## src/design/rtn_pkg.sv

```systemverilog
// ---------------------------------------------------------------------------
// rtn_pkg
// Shared types and constants of the RGB to NV12 converter.
// ---------------------------------------------------------------------------
`timescale 1ns / 1ps
`default_nettype none

package rtn_pkg;

    localparam int MAX_WIDTH_DEF  = 4096;
    localparam int MAX_HEIGHT_DEF = 4096;

    localparam int FRAME_WIDTH_RST  = 1920;
    localparam int FRAME_HEIGHT_RST = 1080;

    // configuration register indexes
    localparam logic [1:0] CFG_BYTE_ORDER   = 2'd0;
    localparam logic [1:0] CFG_FRAME_WIDTH  = 2'd1;
    localparam logic [1:0] CFG_FRAME_HEIGHT = 2'd2;

    localparam logic BYTE_ORDER_BGRA = 1'b0;

    // luma weights
    localparam logic [6:0] Y_KR   = 7'd66;
    localparam logic [7:0] Y_KG   = 8'd129;
    localparam logic [4:0] Y_KB   = 5'd25;
    localparam logic [7:0] Y_RND  = 8'd128;
    localparam logic [7:0] Y_OFS  = 8'd16;

    // chroma weights on four-pixel sums, with bias 128*1024 + 512
    localparam logic signed [19:0] CB_KR  = -20'sd38;
    localparam logic signed [19:0] CB_KG  = -20'sd74;
    localparam logic signed [19:0] CB_KB  = 20'sd112;
    localparam logic signed [19:0] CR_KR  = 20'sd112;
    localparam logic signed [19:0] CR_KG  = -20'sd94;
    localparam logic signed [19:0] CR_KB  = -20'sd18;
    localparam logic signed [19:0] C_BIAS = 20'sd131584;
    localparam int                 C_SHIFT = 10;

    typedef struct packed {
        logic [7:0] r;
        logic [7:0] g;
        logic [7:0] b;
    } t_rgb;

    typedef struct packed {
        t_rgb        cur;
        logic [9:0]  r4;
        logic [9:0]  g4;
        logic [9:0]  b4;
        logic        chroma_valid;
        logic [10:0] chroma_row;
        logic [11:0] chroma_col;
        logic        frame_end;
    } t_rtn_item;

    localparam int ITEM_W = $bits(t_rtn_item);

endpackage

`default_nettype wire

```

## src/design/rtn_queue.sv

```systemverilog
// ---------------------------------------------------------------------------
// rtn_queue
// Two-entry register queue between the front and the back.
// ---------------------------------------------------------------------------
`timescale 1ns / 1ps
`default_nettype none

module rtn_queue import rtn_pkg::*; (
    input  wire logic      i_clk,
    input  wire logic      i_rst_n,
    input  wire logic      i_push,
    input  wire t_rtn_item i_item,
    output logic           o_full,
    input  wire logic      i_pop,
    output logic           o_empty,
    output t_rtn_item      o_item
);

    t_rtn_item  r_mem [2];
    logic       r_wptr;
    logic       r_rptr;
    logic [1:0] r_count;

    assign o_full  = (r_count == 2'd2);
    assign o_empty = (r_count == 2'd0);
    assign o_item  = r_mem[r_rptr];

    always_ff @(posedge i_clk) begin
        if (!i_rst_n) begin
            r_wptr  <= 1'b0;
            r_rptr  <= 1'b0;
            r_count <= 2'd0;
        end else begin
            if (i_push) begin
                r_wptr <= !r_wptr;
            end
            if (i_pop) begin
                r_rptr <= !r_rptr;
            end
            if (i_push && !i_pop) begin
                r_count <= r_count + 2'd1;
            end else if (i_pop && !i_push) begin
                r_count <= r_count - 2'd1;
            end
        end
    end

    always_ff @(posedge i_clk) begin
        if (i_push) begin
            r_mem[r_wptr] <= i_item;
        end
    end

endmodule

`default_nettype wire

```

## config.mk

```make
export PLATFORM = sky130hd
export DESIGN_NAME = rtn_queue
export DESIGN_NICKNAME = d
export VERILOG_FILES = /design/src/design/rtn_pkg.sv /design/src/design/rtn_queue.sv
export SDC_FILE = /design/constraint.sdc
export NUM_CORES = 1
export LEC_CHECK = 0
export ABC_AREA = 0
export BUFFER_PORTS_ARGS = -buffer_cell sky130_fd_sc_hd__buf_4
export CAP_MARGIN = 10
export CELL_PAD_IN_SITES_DETAIL_PLACEMENT = 0
export CELL_PAD_IN_SITES_GLOBAL_PLACEMENT = 1
export CORE_MARGIN = 4
export CORE_UTILIZATION = 49
export CTS_BUF_LIST = sky130_fd_sc_hd__clkbuf_2
export CTS_CLUSTER_SIZE = 12
export DETAILED_ROUTE_END_ITERATION = 8
export GPL_ROUTABILITY_DRIVEN = 1
export PLACE_DENSITY = 0.93
export REMOVE_ABC_BUFFERS = 1
export SYNTH_ARGS = -nofsm -noshare
export SYNTH_HDL_FRONTEND = slang
export SYNTH_SLANG_ARGS = --single-unit
export TNS_END_PERCENT = 10
```

## constraint.sdc

```tcl
create_clock -name i_clk -period 12.4 [get_ports i_clk]
set_input_delay 1.86 -clock i_clk [delete_from_list [all_inputs] [get_ports i_clk]]
set_output_delay 1.86 -clock i_clk [all_outputs]
set_load 0.005 [all_outputs]
```

==> run metrics <==
Setup-failing EPs final 0; Row Count 39; hold_buf cts 0; Final Hold Fails 0; CTS tree built; DRT iter0 DRCs 143; clock slew at reported path FFs 0.20 ns; WL final 10470 um; placed cell count 566; Slew Limit Headroom 25.81%; # resized after CTS 0; WS Path Type flip-flop to output pin; WP data arrival 2.43 ns; PortBufs 163; critical-path cell list mux2_2, buf_4; later-pin clock latency in the skew report 0.68 ns; Tightest Pin Transition 1.113 ns; vias per inst 5.037; core area 11660 sq um; Num CTS Buffers 17; #FFs+latches synth 163; GRT Total Usage 15.37%; CP delay by family, top flip-flops; final core occ 64.65%; Slew Limit Fails 0; CTS H-Tree Depth 4; Synth area leaders edfxtp_1 80%, mux2_2 13%, mux2_4 2.5%, dfxtp_1 1.7%, buf_6 0.57%; DRC Markers 0; nets@finish 526; DR WL/cell 17.50 um; Root Buffer clkbuf_2; antenna violations before repair 0; yosys warns 0; LEAKAGE 2.834 nW; TritonRoute pass-1 iters 4; critical path required time 10.54 ns; crit-path max cell delay 1.09 ns; peak supply drop 87.40 uV; Overflow after GRT 0; Final min period 4.295 ns; Layout area overhead 26.68%; sequential area share after synthesis 81.40%; hpwl dp 6776 um; Initial Util 51.04%; Crit-path slowest cell dfxtp_4; RSZ-0062 raised after global routing no; Die Width 118.2 um; DR vias 3012; die extent in y 118.2 um; Bufs on Longest Clock Path 2; CP bufs+invs 1; Pwr Density 137.9 nW/um^2; routability congestion estimate 0.6735; Mapped Cells 268; final setup skew 0.01681 ns; layout cells sized above 1 60.66%; first-pass GRT wire length 16690 um; # Post-CTS Setup Buffers 0; area leader, netlist edfxtp_1; Post-Syn Area per Cell 22.21 sq um; kind of end point of the critical path output pin; fmax 232.8 MHz; Final ANT Viol Nets 0; largest net degree at the start of global routing 81; setup_tns 0 ns; status complete, no violations; Max-Cap Viols 0; period utilization 34.64%; top cell type's share of synthesized area 79.71%; vias in the first global route 3290; crit-path max FO 79; Hold WC Path Type flip-flop to flip-flop; full die area 13970 sq um; TritonCTS Sinks 163; post-route insts no fill 598; cell area after synthesis 5952 sq um; antenna fix cells 0; Unique masters post-synth 17; io pins 164; Startpoint Class flip-flop
[synthesized netlist by cell type (all sizes together)]
library cell / n
mux2: 79
nor2b: 3
ha: 1
xnor2: 1
or3: 1
edfxtp: 158
inv: 1
buf: 9
xor2: 2
nor2: 1
a21boi: 1
dfxtp: 5
o21a: 1
o21ai: 1
and2: 4
[tightest hold or removal path, cell delays in order, from the launching register on]
cell and delay (ns):
dfxtp_1 0.38, o21ai_0 0.09, a21boi_1 0.06
[report_power, final]
group | internal [mW] | switching, mW
sequential | 0.636 | 0.0172
clock | 0.0893 | 0.173
combinational | 0.0799 | 0.0443
total | 0.805 | 0.235
[final cells by class]
| type | count | area [sq um] |
|---|---|---|
| timing repair buffer | 164 | 1231 |
| clock inverter | 15 | 142.6 |
| fill | 783 | 4123 |
| tap | 143 | 178.9 |
| multi-input combinational | 95 | 1050 |
| clock buffer | 17 | 85.08 |
| sequential | 163 | 4848 |
| inverter | 1 | 3.754 |
[cell usage in the layout (no fill, tap or decap)]
cell type,count
clkbuf_2,17
edfxtp_1,158
a21boi_1,1
inv_1,1
clkinv_2,4
nor2b_4,1
o21ai_0,1
mux2_2,69
or3_1,1
xnor2_1,1
o21a_1,1
nor2b_1,2
buf_4,164
ha_1,1
and2_1,3
mux2_4,10
clkinvlp_4,5
bufinv_16,2
nor2_1,1
dfxtp_4,1
dfxtp_1,4
xor2_1,2
and2_4,1
clkinv_1,2
clkinv_4,2
[path summary, 6_finish.rpt]
path / from / slack, ns / endpoint / cells past startpoint
max reg2reg: r_wptr$_SDFFE_PN0P_ / 10.69 / r_mem[0][7]$_DFFE_PP_ / 2
min: r_count[1]$_SDFFE_PN0P_ / 0.54 / r_count[1]$_SDFFE_PN0P_ / 2
min reg2reg: r_count[1]$_SDFFE_PN0P_ / 0.54 / r_count[1]$_SDFFE_PN0P_ / 2
max: flip-flop / 8.11 / o_item[75] / 2
[cells by family after synthesis]
family                     synth area share (%)
xor gates and xnor gates                 0.4415
AOI/OAI and AO/OA                        0.3364
buffers and inverters                     1.135
adders and majority gates                0.2102
muxes                                     15.58
DFF                                       81.40
and+or+nand+nor                          0.9039
[sequential cells by signal, summed over array words and instances (netlist names), named ones only]
| name | flops |
|---|---|
| r_count | 2 |
| r_mem | 158 |
| r_wptr | 1 |
| r_rptr | 1 |
[metal layers]
layer	global-route usage [%]	wire, um
met1	17.38	4159
met2	26.19	5399
met4	6.374	150
met5	0	0
met3	5.922	758
[metrics by stage]
| step | hold slack (ns) | worst slack (ns) | instance area [sq um] | power [mW] |
|---|---|---|---|---|
| detailed placement | 0.5070 | 8.831 | 7312 | 0.7928 |
| floorplan | 0.4656 | 6.527 | 5888 | 0.7170 |
| global placement | 0.4784 | 8.838 | 7312 | 0.7884 |
| global route | 0.5536 | 7.903 | 7540 | 1.091 |
| finish | 0.5416 | 8.105 | 7540 | 1.040 |
| CTS | 0.5298 | 8.022 | 7540 | 1.051 |
Power figures use the tool's default switching activity.
