**config.mk**
```make
export PLATFORM = sky130hd
export DESIGN_NAME = rtn_back
export DESIGN_NICKNAME = d
export VERILOG_FILES = /design/src/design/rtn_pkg.sv /design/src/design/rtn_back.sv
export SDC_FILE = /design/constraint.sdc
export NUM_CORES = 1
export LEC_CHECK = 0
export BUFFER_PORTS_ARGS = -buffer_cell sky130_fd_sc_hd__buf_2
export CORE_MARGIN = 3
export CORE_UTILIZATION = 35
export DETAILED_ROUTE_END_ITERATION = 8
export PLACE_DENSITY = 0.5
export SYNTH_ARGS = -nofsm -noshare
export SYNTH_HDL_FRONTEND = slang
export SYNTH_SLANG_ARGS = --single-unit
```
**constraint.sdc**
```tcl
create_clock -name i_clk -period 14.77 [get_ports i_clk]
set_clock_uncertainty 0.05 [all_clocks]
set_input_delay 0.7385 -clock i_clk [delete_from_list [all_inputs] [get_ports i_clk]]
set_output_delay 0.7385 -clock i_clk [all_outputs]
set_load 0.05 [all_outputs]
```
**src/design/rtn_pkg.sv**
```systemverilog
// ---------------------------------------------------------------------------
// rtn_pkg
// Shared types and constants of the RGB to NV12 converter.
// ---------------------------------------------------------------------------
`timescale 1ns / 1ps
`default_nettype none

package rtn_pkg;

    localparam int MAX_WIDTH_DEF  = 4096;
    localparam int MAX_HEIGHT_DEF = 4096;

    localparam int FRAME_WIDTH_RST  = 1920;
    localparam int FRAME_HEIGHT_RST = 1080;

    // configuration register indexes
    localparam logic [1:0] CFG_BYTE_ORDER   = 2'd0;
    localparam logic [1:0] CFG_FRAME_WIDTH  = 2'd1;
    localparam logic [1:0] CFG_FRAME_HEIGHT = 2'd2;

    localparam logic BYTE_ORDER_BGRA = 1'b0;

    // luma weights
    localparam logic [6:0] Y_KR   = 7'd66;
    localparam logic [7:0] Y_KG   = 8'd129;
    localparam logic [4:0] Y_KB   = 5'd25;
    localparam logic [7:0] Y_RND  = 8'd128;
    localparam logic [7:0] Y_OFS  = 8'd16;

    // chroma weights on four-pixel sums, with bias 128*1024 + 512
    localparam logic signed [19:0] CB_KR  = -20'sd38;
    localparam logic signed [19:0] CB_KG  = -20'sd74;
    localparam logic signed [19:0] CB_KB  = 20'sd112;
    localparam logic signed [19:0] CR_KR  = 20'sd112;
    localparam logic signed [19:0] CR_KG  = -20'sd94;
    localparam logic signed [19:0] CR_KB  = -20'sd18;
    localparam logic signed [19:0] C_BIAS = 20'sd131584;
    localparam int                 C_SHIFT = 10;

    typedef struct packed {
        logic [7:0] r;
        logic [7:0] g;
        logic [7:0] b;
    } t_rgb;

    typedef struct packed {
        t_rgb        cur;
        logic [9:0]  r4;
        logic [9:0]  g4;
        logic [9:0]  b4;
        logic        chroma_valid;
        logic [10:0] chroma_row;
        logic [11:0] chroma_col;
        logic        frame_end;
    } t_rtn_item;

    localparam int ITEM_W = $bits(t_rtn_item);

endpackage

`default_nettype wire

```
**src/design/rtn_back.sv**
```systemverilog
// ---------------------------------------------------------------------------
// rtn_back
// Luma and chroma arithmetic, into the output register.
// ---------------------------------------------------------------------------
`timescale 1ns / 1ps
`default_nettype none

module rtn_back import rtn_pkg::*; (
    input  wire logic      i_clk,
    input  wire logic      i_rst_n,
    input  wire logic      i_q_empty,
    input  wire t_rtn_item i_q_item,
    output logic           o_q_pop,
    output logic           o_valid,
    input  wire logic      i_stall,
    output logic [7:0]     o_luma,
    output logic           o_chroma_valid,
    output logic [10:0]    o_chroma_row,
    output logic [11:0]    o_chroma_col,
    output logic [7:0]     o_cb,
    output logic [7:0]     o_cr,
    output logic           o_frame_end
);

    logic                r_valid;
    logic [7:0]          r_luma;
    logic                r_chroma_valid;
    logic [10:0]         r_chroma_row;
    logic [11:0]         r_chroma_col;
    logic [7:0]          r_cb;
    logic [7:0]          r_cr;
    logic                r_frame_end;

    logic [16:0]         y_sum;
    logic signed [19:0]  r4_s;
    logic signed [19:0]  g4_s;
    logic signed [19:0]  b4_s;
    logic signed [19:0]  cb_sum;
    logic signed [19:0]  cr_sum;

    assign o_q_pop = !i_q_empty && (!r_valid || !i_stall);

    always_comb begin
        y_sum = 17'(Y_KR) * 17'(i_q_item.cur.r) + 17'(Y_KG) * 17'(i_q_item.cur.g)
              + 17'(Y_KB) * 17'(i_q_item.cur.b) + 17'(Y_RND);
        r4_s   = signed'(20'(i_q_item.r4));
        g4_s   = signed'(20'(i_q_item.g4));
        b4_s   = signed'(20'(i_q_item.b4));
        // bias keeps the sum positive, so the shift is a floor
        cb_sum = CB_KR * r4_s + CB_KG * g4_s + CB_KB * b4_s + C_BIAS;
        cr_sum = CR_KR * r4_s + CR_KG * g4_s + CR_KB * b4_s + C_BIAS;
    end

    always_ff @(posedge i_clk) begin
        if (!i_rst_n) begin
            r_valid <= 1'b0;
        end else if (o_q_pop) begin
            r_valid <= 1'b1;
        end else if (!i_stall) begin
            r_valid <= 1'b0;
        end
    end

    always_ff @(posedge i_clk) begin
        if (o_q_pop) begin
            r_luma         <= y_sum[15:8] + Y_OFS;
            r_chroma_valid <= i_q_item.chroma_valid;
            r_frame_end    <= i_q_item.frame_end;
            if (i_q_item.chroma_valid) begin
                r_chroma_row <= i_q_item.chroma_row;
                r_chroma_col <= i_q_item.chroma_col;
                r_cb         <= cb_sum[C_SHIFT+7:C_SHIFT];
                r_cr         <= cr_sum[C_SHIFT+7:C_SHIFT];
            end else begin
                r_chroma_row <= '0;
                r_chroma_col <= '0;
                r_cb         <= '0;
                r_cr         <= '0;
            end
        end
    end

    assign o_valid        = r_valid;
    assign o_luma         = r_luma;
    assign o_chroma_valid = r_chroma_valid;
    assign o_chroma_row   = r_chroma_row;
    assign o_chroma_col   = r_chroma_col;
    assign o_cb           = r_cb;
    assign o_cr           = r_cr;
    assign o_frame_end    = r_frame_end;

endmodule

`default_nettype wire
```
==> impl_metrics.py <==
metrics = {
    "status": {
        "status": "completed",
    },
    "worst_setup_path": {
        "worstSetupPathType": "primary input to flop",
        "r2r-start": "o_valid",
        "worst_setup_path_start_kind": "primary input",
        "required_ns": 14.78,
        "r2r_setup_slack_ns": 13.34,
        "worstPathArrival_ns": 6.86,
        "reg2reg_depth": 2,
        "max_stage_delay_ns": 0.52,
        "r2r_end": "o_chroma_col[8]",
        "slowest_stage": "fa_1",
        "cp_max_fo": 6,
        "endpoint_kind": "flop",
    },
    "die": {
        "rows": 66,
        "die_y_um": 188,
        "die-area_mm2": 0.0355,
        "ios": 134,
        "core_area_mm2": 0.0327,
        "start_util": 0.356,
        "die_width_um": 188,
    },
    "timing": {
        "setup_violations": 0,
        "tightest_slew_ns": 0.641,
        "tns_ns": 0,
        "final-hold-violation-count": 0,
        "max_slew_margin": 0.572,
        "min_period_ns": 6.85,
        "max_freq_mhz": 146,
        "slew_viol_final": 0,
        "finalCritPeriodShare": 0.464,
        "rsz0062_at_grt": "false",
    },
    "hold_path": {
        "whs_endpoint": "o_valid",
        "holdPathStages": 2,
        "hp-class": "flop to flop",
        "min_from": "o_valid",
    },
    "clock_tree": {
        "cts-root-buf": "clkbuf_16",
        "cts_setup_buffers": 0,
        "cts_hold_buf": 0,
        "clockBufferDepth": 2,
        "h-tree-depth": 2,
        "cts_tree": "done",
        "cts-resized-gates": 0,
        "cts_buffers": 5,
        "clk_latency_ns": 0.29,
        "clkSlewWorstSetupHoldPaths_ns": 0.08,
        "cts_sinks": 50,
    },
    "placed_design": {
        "hpwlAfterDp_mm": 22.6,
        "place.port_buffers": 133,
        "gp_congestion": 0.817,
    },
    "detailed_routing": {
        "wl_per_cell_um": 14.5,
        "drt_iter0_markers": 184,
        "vias": 7927,
        "drt-total-wl_mm": 25.0,
        "postRouteAntennaNets": 0,
        "drc": 0,
        "dr.pass1.iters": 4,
        "via_per_inst": 4.61,
    },
    "layout": {
        "final_common_cell": "ha_1",
        "layout-drive-gt1-share": 0.121,
        "antenna_cells": 0,
        "nets": 1803,
        "syn2layout_area_growth_pct": 11.8,
        "layout_common_cells": "ha_1, inv_1, buf_2",
    },
    "synth": {
        "syn_inst": 1138,
        "seq_area_frac_synth": 0.128,
        "synth-async-reset-ratio": 0,
        "ys_seq_elements": 50,
        "synth_area_mm2": 0.0116,
        "synth_top_flop_cell": "edfxtp_1",
        "syn-mean-instance-area_um2": 10.2,
        "synth_enable_flop_cells": 49,
        "synth_nets": 1666,
        "ys_types": 53,
        "ys_warn_count": 0,
    },
    "grt": {
        "grt_overflow": 0,
        "grt_max_degree": 51,
        "grt_pass1_wl_mm": 41.1,
        "grt_usage": 0.143,
        "antenna_found_initial": 1,
        "first_global_vias": 8372,
    },
    "job": {
        "maxCapViolations": 0,
    },
}
## critical path: cells and delay by family
family | cells | cell delay [ns]
adder cells (fa/ha/maj) | 8 | 2.94
AO/OA/AOI/OAI | 10 | 1.73
AND/OR/NAND/NOR | 4 | 0.61
buffers and inverters | 6 | 0.47
XOR/XNOR | 2 | 0.34
## kinds of logic after synthesis
| logic type | synth area share |
|---|---|
| XOR/XNOR | 0.0654 |
| AND/OR/NAND/NOR | 0.0625 |
| multiplexers | 0.000859 |
| AO/OA/AOI/OAI | 0.0975 |
| buffers and inverters | 0.0831 |
| flip-flops | 0.128 |
| adder cells (fa/ha/maj) | 0.563 |
## state kept, by name (all words and copies together) (netlist names)
signal / flops
o_chroma_col: 12
o_chroma_row: 11
o_cb: 8
o_cr: 8
o_luma: 8
o_chroma_valid: 1
o_frame_end: 1
o_valid: 1
## final cells by class
type	instances	area, um2
Multi-Input combinational cell	830	9200
Inverter	254	953
Clock buffer	5	125
Sequential cell	50	1490
Tap cell	442	553
Timing Repair Buffer	134	673
Fill cell	3330	19700
Clock inverter	3	23.8
## worst max path at each step
stage / cells after the start / end / startpoint
after floorplan: 29 / o_cb[7] / i_q_item[37]
after global placement: 30 / o_cb[7] / i_q_item[37]
after detailed placement: 30 / o_cb[7] / i_q_item[37]
after CTS: 30 / o_cb[7] / i_q_item[37]
after global routing: 30 / o_cb[7] / i_q_item[37]
final: 30 / o_cb[7] / i_q_item[37]
## per-layer routing
| layer | GRT usage | share of wire |
|---|---|---|
| met1 | 0.186 | 0.45 |
| met2 | 0.259 | 0.50 |
| met3 | 0.0179 | 0.037 |
| met4 | 0.0206 | 0.0093 |
| met5 | 0 | 0.00032 |
## synth_stat cells (all sizes together) (2+ instances only)
| cell type | count | share of area |
|---|---|---|
| ha | 315 | 0.34 |
| o31ai | 2 | 0.0017 |
| o21bai | 28 | 0.018 |
| and3 | 6 | 0.0032 |
| nor2b | 10 | 0.0054 |
| o221ai | 2 | 0.0026 |
| or2 | 2 | 0.0011 |
| o41ai | 4 | 0.0030 |
| inv | 254 | 0.082 |
| nand2 | 17 | 0.0057 |
| o311ai | 2 | 0.0015 |
| o2111ai | 3 | 0.0023 |
| xor2 | 30 | 0.023 |
| nand2b | 8 | 0.0043 |
| nand3 | 10 | 0.0043 |
| o21ai | 23 | 0.0099 |
| a211oi | 6 | 0.0039 |
| o211ai | 2 | 0.0013 |
| xnor2 | 57 | 0.043 |
| a2111oi | 2 | 0.0047 |
| nor2 | 23 | 0.0076 |
| clkbuf | 4 | 0.0013 |
| a221oi | 2 | 0.0030 |
| a31oi | 3 | 0.0016 |
| nor3 | 10 | 0.0043 |
| a21oi | 52 | 0.022 |
| and2 | 37 | 0.020 |
| or3 | 4 | 0.0021 |
| fa | 130 | 0.22 |
| a21o | 17 | 0.011 |
| o21a | 6 | 0.0039 |
| nand3b | 2 | 0.0013 |
| edfxtp | 49 | 0.13 |
## through the flow
| stage | hold WS, ns | utilization | std cells | cell area [um2] | setup slack, ns |
|---|---|---|---|---|---|
| floorplan | 0.634 | - | 1138 | 11600 | 8.21 |
| global placement | 0.453 | 0.394 | 1710 | 12900 | 7.68 |
| detailed placement | 0.464 | 0.394 | 1710 | 12900 | 7.57 |
| CTS | 0.474 | 0.398 | 1718 | 13000 | 7.88 |
| global route | 0.525 | 0.398 | 1718 | 13000 | 7.47 |
| finish | 0.474 | 0.398 | 1718 | 13000 | 7.92 |
Power is left out: the tool's default activity adds up to more than one toggle a clock period on the data nets, which glitch-free logic cannot reach.
